**config.mk**
```make
export PLATFORM = sky130hd
export DESIGN_NAME = mfd_ctrl
export DESIGN_NICKNAME = d
export VERILOG_FILES = /design/src/hw/rtl/meter_frame_deframer_macros.svh /design/src/hw/rtl/mfd_pkg.sv /design/src/hw/rtl/mfd_ctrl.sv
export SDC_FILE = /design/constraint.sdc
export NUM_CORES = 1
export LEC_CHECK = 0
export ABC_CLOCK_PERIOD_IN_PS = 2700
export CAP_MARGIN = 30
export CORE_MARGIN = 3
export CORE_UTILIZATION = 30
export DETAILED_ROUTE_END_ITERATION = 12
export DONT_BUFFER_PORTS = 1
export HOLD_SLACK_MARGIN = 0.02
export SKIP_LAST_GASP = 1
export SYNTH_ARGS = -nofsm -noshare
export SYNTH_HDL_FRONTEND = slang
export SYNTH_SLANG_ARGS = --single-unit
```
**constraint.sdc**
```tcl
create_clock -name clock -period 2.7 [get_ports clock]
set_input_delay 0.54 -clock clock [delete_from_list [all_inputs] [get_ports clock]]
set_output_delay 0.54 -clock clock [all_outputs]
set_load 0.01 [all_outputs]
```
**src/hw/rtl/meter_frame_deframer_macros.svh**
```systemverilog
// Assertion macros shared by the deframer RTL.
// Depends on nothing; users supply clock and reset signals by those names.
`ifndef METER_FRAME_DEFRAMER_MACROS_SVH
`define METER_FRAME_DEFRAMER_MACROS_SVH

// Same-cycle implication, disabled in reset
`define MFD_ASSERT_SAME(label, ante, cons, msg) \
   label: assert property (@(posedge clock) disable iff (reset) (ante) |-> (cons)) \
      else $error(msg);

// Next-cycle implication, disabled in reset
`define MFD_ASSERT_NEXT(label, ante, cons, msg) \
   label: assert property (@(posedge clock) disable iff (reset) (ante) |=> (cons)) \
      else $error(msg);

`endif

```
**src/hw/rtl/mfd_pkg.sv**
```systemverilog
// Types and constants of the meter frame deframer.
// No dependencies; imported by meter_frame_deframer, mfd_dp, mfd_ctrl and the testbench.
package mfd_pkg;

   localparam logic [7:0] START_MARK = 8'h68;
   localparam logic [7:0] END_MARK   = 8'h16;
   localparam int LEN_W = 16;   // frame length field
   localparam int OFS_W = 17;   // byte offset within a candidate frame

   typedef enum logic [1:0] {
      CMD_PUSH = 2'd0,
      CMD_READ = 2'd1,
      CMD_POLL = 2'd2,
      CMD_NOP  = 2'd3
   } req_cmd_type;

   typedef struct packed {
      logic [1:0]  cmd;
      logic [7:0]  rx_byte;
      logic [11:0] read_index;
   } mfd_req_type;

   typedef struct packed {
      logic        frame_valid;
      logic [7:0]  frame_seq;
      logic [5:0]  func_code;
      logic        abnormal;
      logic [12:0] payload_len;
      logic [7:0]  read_data;
      logic        overflow;
   } mfd_rsp_type;

   typedef enum logic [1:0] {
      SM_HDR,
      SM_BODY,
      SM_COPY
   } scan_mode_type;

   typedef enum logic [1:0] {
      RK_NONE,
      RK_FRAME,
      RK_READ
   } rsp_kind_type;

   typedef enum logic [3:0] {
      ST_IDLE,
      ST_READ,
      ST_CHECK,
      ST_HDR,
      ST_EVAL_HDR,
      ST_BODY,
      ST_EVAL_BODY,
      ST_COPY,
      ST_ACCEPT,
      ST_DROP,
      ST_DONE
   } state_type;

   // controller -> datapath
   typedef struct packed {
      logic          push;
      logic          rd_issue;
      logic          scan_start;
      scan_mode_type scan_mode;
      logic          drop_one;
      logic          take_frame;
      logic          load_rsp;
      rsp_kind_type  rsp_kind;
   } mfd_cmd_type;

   // datapath -> controller
   typedef struct packed {
      logic too_short;
      logic scan_done;
      logic hdr_bad;
      logic frame_short;
      logic body_bad;
   } mfd_status_type;

endpackage

```
**src/hw/rtl/mfd_ctrl.sv**
```systemverilog
// Deframer controller: request sequencing, frame hunt steps, result hand-off.
// Depends on mfd_pkg.
module mfd_ctrl import mfd_pkg::*; (
   input  logic           clock,
   input  logic           reset,
   input  logic           req_valid,
   output logic           req_stall,
   input  logic [1:0]     req_cmd,
   input  mfd_status_type status,
   output mfd_cmd_type    cmd,
   output logic           rsp_valid,
   input  logic           rsp_stall
);
   state_type    state_ff, state_in;
   rsp_kind_type kind_ff, kind_in;
   logic         rsp_valid_ff, rsp_valid_in;

   always_ff @(posedge clock) begin
      if (reset) begin
         state_ff     <= ST_IDLE;
         kind_ff      <= RK_NONE;
         rsp_valid_ff <= 1'b0;
      end else begin
         state_ff     <= state_in;
         kind_ff      <= kind_in;
         rsp_valid_ff <= rsp_valid_in;
      end
   end

   always_comb begin
      state_in  = state_ff;
      kind_in   = kind_ff;
      cmd       = '0;
      cmd.scan_mode = SM_HDR;
      cmd.rsp_kind  = kind_ff;
      req_stall = (state_ff != ST_IDLE);

      unique case (state_ff)
         ST_IDLE: begin
            if (req_valid) begin
               unique case (req_cmd_type'(req_cmd))
                  CMD_PUSH: begin
                     cmd.push = 1'b1;
                     kind_in  = RK_NONE;
                     state_in = ST_CHECK;
                  end
                  CMD_POLL: begin
                     kind_in  = RK_NONE;
                     state_in = ST_CHECK;
                  end
                  CMD_READ: begin
                     cmd.rd_issue = 1'b1;
                     kind_in  = RK_READ;
                     state_in = ST_READ;
                  end
                  default: begin
                     kind_in  = RK_NONE;
                     state_in = ST_DONE;
                  end
               endcase
            end
         end
         ST_READ: state_in = ST_DONE;
         ST_CHECK: begin
            if (status.too_short) begin
               state_in = ST_DONE;
            end else begin
               cmd.scan_start = 1'b1;
               cmd.scan_mode  = SM_HDR;
               state_in = ST_HDR;
            end
         end
         ST_HDR: begin
            if (status.scan_done) state_in = ST_EVAL_HDR;
         end
         ST_EVAL_HDR: begin
            if (status.hdr_bad) begin
               state_in = ST_DROP;
            end else if (status.frame_short) begin
               state_in = ST_DONE;
            end else begin
               cmd.scan_start = 1'b1;
               cmd.scan_mode  = SM_BODY;
               state_in = ST_BODY;
            end
         end
         ST_BODY: begin
            if (status.scan_done) state_in = ST_EVAL_BODY;
         end
         ST_EVAL_BODY: begin
            if (status.body_bad) begin
               state_in = ST_DROP;
            end else begin
               cmd.scan_start = 1'b1;
               cmd.scan_mode  = SM_COPY;
               state_in = ST_COPY;
            end
         end
         ST_COPY: begin
            if (status.scan_done) state_in = ST_ACCEPT;
         end
         ST_ACCEPT: begin
            cmd.take_frame = 1'b1;
            kind_in  = RK_FRAME;
            state_in = ST_DONE;
         end
         ST_DROP: begin
            cmd.drop_one = 1'b1;
            state_in = ST_CHECK;
         end
         ST_DONE: begin
            if (!rsp_valid_ff || !rsp_stall) begin
               cmd.load_rsp = 1'b1;
               state_in = ST_IDLE;
            end
         end
         default: state_in = ST_IDLE;
      endcase

      rsp_valid_in = cmd.load_rsp || (rsp_valid_ff && rsp_stall);
   end

   assign rsp_valid = rsp_valid_ff;
endmodule

```
Word-level counts from Yosys, hierarchy flattened. Cells that the tools add are included.

Register bits after elaboration: 7. Output and inout bits: 12.

Equal/unequal tests: 17. Reductions and logical operators: 13. Muxes and demuxes: 27.

Operators with widths (count): 4-bit one-hot mux with 10 select lines (1); 4-bit two-way mux (9); 4-bit by 3-bit == test with 1-bit output, second input constant (4); 4-bit == test, second input constant (3); 3-bit two-way mux (4); 2-bit != test, second input constant (5); 3-bit one-hot mux with 3 select lines (1); 4-bit by 2-bit == test with 1-bit output, second input constant (2); 2-bit two-way mux (4); 4-bit one-hot mux with 2 select lines (1); 1-bit two-way mux (6); 5-bit AND reduction (1); 4-bit by 1-bit == test with 1-bit output, second input constant (1); 4-bit logical NOT (1); 2-bit one-hot mux with 2 select lines (1); 4-bit nonzero test (1); 2-bit OR reduction (2); 2-bit by 1-bit == test with 1-bit output, second input constant (1); 2-bit == test, second input constant (1); 1-bit logical NOT (2); 2-bit logical NOT (1); 1-bit logical OR (2); 2-bit AND reduction (1); 2-bit nonzero test (1); 1-bit logical AND (1).

Logic depth before layout (Yosys ltp). Gate-level depths: netlist (run 1).

Depth after elaboration: 5. Mapped depth: 6.

Worst setup path before layout (run 1). Ideal clock, no wire load.

Kind: register to output. From: register state_ff[1]. To: output cmd[7] (netlist bit). Cell stages (with the launch flop): 5. Slack: 893 ps. Arrival time: 1267 ps. Path buffers: 2. Cell sequence: dfxtp_1 -> buf_2 -> buf_2 -> or3_1 -> a31oi_1.

RTL lines: start: declaration (RTL line mfd_ctrl.sv:14) `state_type state_ff, state_in;`; start signal: assignment (RTL line mfd_ctrl.sv:24) `state_ff <= state_in;`; end: declaration (RTL line mfd_ctrl.sv:10) `output mfd_cmd_type cmd,`.

==> summary.txt, run 1 <==
Outcome
  – Status: finished clean

Floorplanning
  – # IOs: 23
  – Vert. Die Dim: between 50 and 60 µm
  – Area of the core: roughly 0.0018 mm²
  – Row Count: 15
  – Effective utilization at floorplan: roughly a third
  – Horizontal die dimension: just over 50 µm
  – Full die area: approximately 0.0026 mm²

GRT
  – Via count of the first global-routing pass: between 500 and 600
  – Met3 Resource Use GR: between 8 and 9%
  – Number of antenna violations at the first check in global routing: 0
  – Most crowded layer after global routing: met2
  – Pin count of the biggest net entering global routing: 22
  – GR Overflow Total: 0
  – Met2 Usage GRT: 19.3%
  – Total global-route track usage: between 10% and 20%
  – Met1 global-route usage: about 15%
  – First-pass GRT wire length: about 2.5 mm

Synthesis
  – Post-synthesis sequential area ratio: 23.2%
  – Register bit count reported by yosys: 7
  – Synth area leader: dfxtp_1
  – Synth warn: 0
  – Area share of the largest cell type after synthesis: 23.2%
  – Cell count after synthesis: slightly above 80
  – Syn Nets: 92
  – Synthesized area per cell: 7.46 µm²
  – Netlist cell types: 37
  – Netlist area before placement: a little over 600 µm²
  – Area contributors post-synth: dfxtp_1, a21oi_1, nand2b_1

Timing
  – Min setup slack post-route: 0.448 ns
  – Max frequency: 0.444 GHz
  – Setup clock skew after layout: between 0.0002 and 0.0003 ns
  – Portion of the clock cycle consumed by the worst path in the final layout: between 80% and 90%
  – Pins Over Slew Limit: 0
  – Hold violation count in the final report: 0
  – RSZ-0062 raised after global routing: false
  – Final setup TNS: 0 ns
  – Final setup violation count: 0
  – Final min period: roughly 2.3 ns
  – Worst hold slack across all endpoints: between 0.3 and 0.4 ns
  – Slew HR: roughly three fifths
  – Actual slew at the worst max-slew pin: roughly 0.63 ns

CTS
  – Count of instances resized after the clock tree is built: 0
  – Count of H-tree levels built during CTS: 1
  – Clk buf depth: 2
  – Post-cts hold buffer count: 0
  – TritonCTS Sinks: 7
  – Root buffer selected by CTS: clkbuf_4
  – Clock latency at the later pin of the worst-skew pair: approximately 0.25 ns
  – TritonCTS buffer count: 3
  – Clk slew on worst S/H paths: roughly 0.05 ns
  – CTS tree: yes
  – Post CTS Setup Buffer Count: 0

Layout
  – Fill cell total of the finished layout: 215
  – Design Area, Final: 627 µm²
  – Final layout net count: 91
  – Area growth syn-to-layout: 3.73%
  – ANT cells: 0
  – Layout Utilization: between 30% and 40%
  – Fraction of final layout cells sized beyond drive strength 1: a little under an eighth
  – Final instance count without filler cells: about 100

Placement
  – Placed cell area: roughly 600 µm²
  – Count of placed standard cells including taps: 100
  – Routability congestion estimate: about 0.74
  – Post-detailed-placement half-perimeter wirelength: approximately 1.2 mm
  – Setup Slack @ Placement: between 0.7 and 0.8 ns
  – Port buffer count: 0

Worst setup path
  – Critical path cell sequence: or4_4 -> nor3_2
  – Instance count on the critical path: 2
  – Max stage delay on crit path: ~0.67 ns
  – Critical-path maximum fanout: 19
  – Count of buffering cells on the critical path with inverters included: 0
  – Startpoint class of the critical path: flop
  – WP data required: about 2.2 ns
  – Family of cells with the greatest summed delay on the critical path: simple AND/OR/NAND/NOR gates
  – Register-to-Register Path Depth: 3
  – Endpoint class of the critical path: output port
  – Arrival time of the worst setup path: ~1.7 ns
  – Crit Path Class: flop to output port
  – Master of the slowest instance on the critical path: or4_4

Route
  – Post-route DRC violation count: 0
  – Routed Antenna Nets: 0
  – Initial DRC Count: 14
  – Wire length per cell after detailed routing: ~15 µm
  – First-pass detailed-route iteration total: 4
  – Via/cell ratio: roughly 6
  – Routed wire length: roughly 1.5 mm
  – Detailed-route via count: between 600 and 700

Run
  – Max-capacitance violation count: 0

Worst hold path
  – Depth of the worst hold-timing path: 1
  – Worst hold path class: input port to flop

Power and ir drop
  – Power density relative to cell area: roughly 900 mW/mm²
  – Peak ir drop on the vdd network: between 0.4 and 0.5 mV
  – Post-layout total power: approximately 0.56 mW
  – Lkg Pwr: 0.199 nW
[metal layers]
metal	vias to the layer above	routed length (µm)
met1	285	591
met2	23	718
met4	0	0
met3	0	197
met5	-	0
li1	299	-
[layout make-up]
class                           instances  area [µm²]  area share [%]
Multi-Input combinational cell         65         414            66.1
Clock buffer                            4        26.3            4.19
Timing Repair Buffer                    1        7.51            1.20
Sequential cell                         7         140            22.4
Tap cell                               25        31.3            4.99
Inverter                                2        7.51            1.20
[state kept, by name, summed over array words and instances (netlist names)]
| register | flops |
|---|---|
| state_ff | 4 |
| rsp_valid | 1 |
| kind_ff | 2 |
[kinds of logic after synthesis]
| group | synth area share (%) |
|---|---|
| simple gates | 39.5 |
| compound gates | 25.9 |
| buf+inv | 8.28 |
| flops | 23.2 |
| xor+xnor | 1.45 |
| mux | 1.66 |
[cells in the mapped netlist]
| master | n |
|---|---|
| or4_1 | 2 |
| nor3b_1 | 4 |
| a211o_1 | 1 |
| buf_4 | 1 |
| and3_1 | 1 |
| buf_2 | 4 |
| o31ai_1 | 1 |
| o21bai_1 | 1 |
| o31ai_2 | 1 |
| or2_2 | 1 |
| nand3_1 | 1 |
| a21oi_1 | 8 |
| inv_1 | 2 |
| buf_1 | 1 |
| nor2_1 | 7 |
| a311oi_1 | 1 |
| nor4_1 | 2 |
| nand2_1 | 5 |
| o22a_1 | 1 |
| nor3_1 | 2 |
| nor3_2 | 2 |
| nand4bb_1 | 1 |
| nor2b_1 | 1 |
| nand2b_1 | 5 |
| or2_0 | 1 |
| o32ai_1 | 1 |
| a31oi_1 | 1 |
| o21ai_0 | 6 |
| a221oi_1 | 2 |
| nand4b_1 | 1 |
| buf_6 | 1 |
| mux2i_1 | 1 |
| or3_1 | 1 |
| xor2_1 | 1 |
| or4_4 | 1 |
| dfxtp_1 | 7 |
| nand3b_1 | 1 |
[cell usage in the layout, fill, tap and decap left out, types with 3 or more instances in the layout]
| master | synthesis | final |
|---|---|---|
| o21ai_0 | 6 | 6 |
| nand2_1 | 5 | 5 |
| clkbuf_4 | 0 | 3 |
| a21oi_1 | 8 | 8 |
| nor3b_1 | 4 | 4 |
| dfxtp_1 | 7 | 7 |
| nand2b_1 | 5 | 5 |
| nor2_1 | 7 | 7 |
[final timing paths]
| kind | startpoint | endpoint | slack [ns] |
|---|---|---|---|
| setup / recovery | state_ff[2]$_SDFFE_PP0P_ | cmd[8] | 0.45 |
| hold / removal | reset | rsp_valid$_SDFF_PP0_ | 0.36 |
| setup reg to reg | state_ff[2]$_SDFFE_PP0P_ | state_ff[3]$_SDFFE_PP0P_ | 0.96 |
| hold reg to reg | rsp_valid$_SDFF_PP0_ | rsp_valid$_SDFF_PP0_ | 0.56 |
[power breakdown]
part | total, mW | switching [mW] | internal [mW]
clock network | 0.0930 | 0.0367 | 0.0563
registers | 0.205 | 0.0763 | 0.129
logic | 0.262 | 0.146 | 0.116
total | 0.560 | 0.259 | 0.301
(Power assumes the default switching activity.)
==> run 2: changes to the inputs <==
--- a/config.mk
+++ b/config.mk
@@ -5,7 +5,8 @@
 export SDC_FILE = /design/constraint.sdc
 export NUM_CORES = 1
 export LEC_CHECK = 0
-export ABC_CLOCK_PERIOD_IN_PS = 2700
+export ABC_AREA = 1
+export ABC_CLOCK_PERIOD_IN_PS = 2200
 export CAP_MARGIN = 30
 export CORE_MARGIN = 3
 export CORE_UTILIZATION = 30
==> constraint.sdc (replaced) <==
create_clock -name clock -period 2.2 [get_ports clock]
set_input_delay 0.44 -clock clock [delete_from_list [all_inputs] [get_ports clock]]
set_output_delay 0.44 -clock clock [all_outputs]
set_load 0.01 [all_outputs]
==> summary.txt, run 2 <==
Outcome
  – Status: finished clean

GRT
  – Pin count of the biggest net entering global routing: 9
  – Met1 global-route usage: between 10% and 20%
  – First-pass GRT wire length: 2.61 mm
  – Total global-route track usage: 12.8%
  – Most crowded layer after global routing: met2
  – GR Overflow Total: 0
  – Met2 Usage GRT: a little over a fifth
  – Via count of the first global-routing pass: roughly 610
  – Number of antenna violations at the first check in global routing: 0
  – Met3 Resource Use GR: under 10%

Worst setup path
  – Family of cells with the greatest summed delay on the critical path: simple AND/OR/NAND/NOR gates
  – Master of the slowest instance on the critical path: dfxtp_1
  – Arrival time of the worst setup path: about 1.5 ns
  – Count of buffering cells on the critical path with inverters included: 1
  – Launch point of the critical path: state_ff[0]$_SDFFE_PP0P_
  – Crit Reg-Reg Startpoint: state_ff[2]$_SDFFE_PP0P_
  – Worst Setup EP: cmd[9]
  – Max stage delay on crit path: 0.38 ns
  – Instance count on the critical path: 5
  – Register-to-Register Path Depth: 8
  – WP data required: ~1.8 ns
  – Critical-path maximum fanout: 6
  – Critical path cell sequence: nor2_2 -> nand2_2 -> inv_2 -> nand2_1 -> nor3_1
  – Startpoint class of the critical path: flop
  – Endpoint class of the critical path: output port
  – Capture point of the worst reg-to-reg path: state_ff[0]$_SDFFE_PP0P_
  – Crit Path Class: flop to output port
  – Flop2flop setup slack: 0.84 ns

CTS
  – TritonCTS buffer count: 3
  – Clock latency at the later pin of the worst-skew pair: ~0.26 ns
  – TritonCTS Sinks: 7
  – Root buffer selected by CTS: clkbuf_4
  – Clk slew on worst S/H paths: roughly 0.060 ns
  – Post-cts hold buffer count: 0
  – Clk buf depth: 2
  – Count of instances resized after the clock tree is built: 0
  – Post CTS Setup Buffer Count: 0
  – Count of H-tree levels built during CTS: 1
  – CTS tree: yes

Floorplanning
  – Full die area: 0.00266 mm²
  – Vert. Die Dim: between 50 and 60 µm
  – # IOs: 23
  – Area of the core: 0.00184 mm²
  – Effective utilization at floorplan: between 30% and 40%
  – Horizontal die dimension: roughly 52 µm
  – Row Count: 15

Synthesis
  – Synthesized area per cell: roughly 5.5 µm²
  – Post-synth top cells: nand2_1, inv_1, nor2_1
  – Area contributors post-synth: nand2_1, dfxtp_1, inv_1
  – Cell with the most instances after synthesis: nand2_1
  – Top_reg_cell synth: dfxtp_1
  – Count of flip-flops with a built-in enable after synthesis: 0
  – Post-synth ARST share: 0%
  – Post-synthesis sequential area ratio: 22.5%
  – Cell count after synthesis: roughly 110
  – Netlist area before placement: about 620 µm²
  – Area share of the largest cell type after synthesis: a little under a quarter
  – Syn Nets: between 100 and 150
  – Synth warn: 0
  – Synth area leader: nand2_1
  – Register bit count reported by yosys: 7
  – Netlist cell types: 15

Route
  – Initial DRC Count: 13
  – Detailed-route via count: about 640
  – First-pass detailed-route iteration total: 3
  – Via/cell ratio: between 4 and 5
  – Post-route DRC violation count: 0
  – Wire length per cell after detailed routing: approximately 10 µm
  – Routed Antenna Nets: 0
  – Routed wire length: about 1.5 mm

Layout
  – Most frequent standard cell in the layout excluding fill and tap cells: nand2_1
  – Commonest non-fill, non-tap cells in the layout: nand2_1, inv_1, nor2_1
  – Final instance count without filler cells: roughly 140
  – Flip-flop count of the largest register, all copies and words added: 4
  – Biggest register: state_ff
  – Final layout net count: approximately 130
  – Layout Utilization: 36.5%
  – Fraction of final layout cells sized beyond drive strength 1: 12.0%
  – Area growth syn-to-layout: 8.05%
  – ANT cells: 0

Power and ir drop
  – Power density relative to cell area: between 1000 and 1500 mW/mm²
  – Lkg Pwr: 0.408 nW
  – Peak ir drop on the vdd network: approximately 0.45 mV

Timing
  – Max frequency: 0.516 GHz
  – Setup clock skew after layout: a little under 0.007 ns
  – Final setup TNS: 0 ns
  – Final min period: 1.94 ns
  – Final setup violation count: 0
  – Hold violation count in the final report: 0
  – Actual slew at the worst max-slew pin: 0.348 ns
  – Portion of the clock cycle consumed by the worst path in the final layout: between 80% and 90%
  – Pins Over Slew Limit: 0
  – RSZ-0062 raised after global routing: false
  – Slew HR: 76.6%
  – Worst hold slack across all endpoints: about 0.25 ns

Placement
  – Count of placed standard cells including taps: 138
  – Post-detailed-placement half-perimeter wirelength: 1.23 mm
  – Routability congestion estimate: about 0.85
  – Port buffer count: 0

Worst hold path
  – Worst hold path class: input port to flop

Run
  – Max-capacitance violation count: 0
[run 2: routing by layer]
layer | vias to the layer above | share of wire (%)
met2 | 13 | 50
li1 | 348 | -
met5 | - | 0
met4 | 0 | 0
met1 | 282 | 46
met3 | 0 | 4.5
[run 2: how the worst min path moves through the flow]
stage	start	endpoint	slack [ns]	depth (start not counted)
2_1_floorplan	kind_ff[0]$_SDFFE_PP0P_	kind_ff[0]$_SDFFE_PP0P_	0.48	2
3_3_place_gp	reset	rsp_valid$_SDFF_PP0_	0.51	1
3_5_place_dp	kind_ff[0]$_SDFFE_PP0P_	kind_ff[0]$_SDFFE_PP0P_	0.51	2
4_1_cts	reset	state_ff[1]$_SDFFE_PP0P_	0.25	1
5_1_grt	reset	state_ff[1]$_SDFFE_PP0P_	0.23	1
6_report	reset	state_ff[1]$_SDFFE_PP0P_	0.25	1
[run 2: cell families (layout without fill, tap and decap cells)]
logic type / Yosys count / after routing / share of synthesized area [%]
AO/OA/AOI/OAI: 10 / 10 / 8.45
AND/OR/NAND/NOR: 71 / 71 / 52.7
buffers and inverters: 26 / 29 / 16.3
flip-flops: 7 / 7 / 22.5
[run 2: final cells by class]
class                           count  area [µm²]
Multi-Input combinational cell     81         380
Inverter                           25        93.8
Fill cell                         240        1170
Tap cell                           25        31.3
Clock buffer                        4        26.3
Sequential cell                     7         140
[run 2: through the flow]
stage / total power, mW / setup slack (ns) / instance area [µm²]
after floorplan: 0.525 / 0.670 / 622
after detailed placement: 0.596 / 0.539 / 646
final: 0.713 / 0.261 / 672
after global routing: 0.787 / 0.121 / 672
after global placement: 0.588 / 0.572 / 646
after CTS: 0.717 / 0.261 / 672
[run 2: power by group]
group | internal [mW] | total, mW | switching [mW]
combinational | 0.121 | 0.387 | 0.266
clock | 0.0695 | 0.121 | 0.0513
sequential | 0.157 | 0.206 | 0.0492
total | 0.347 | 0.713 | 0.366
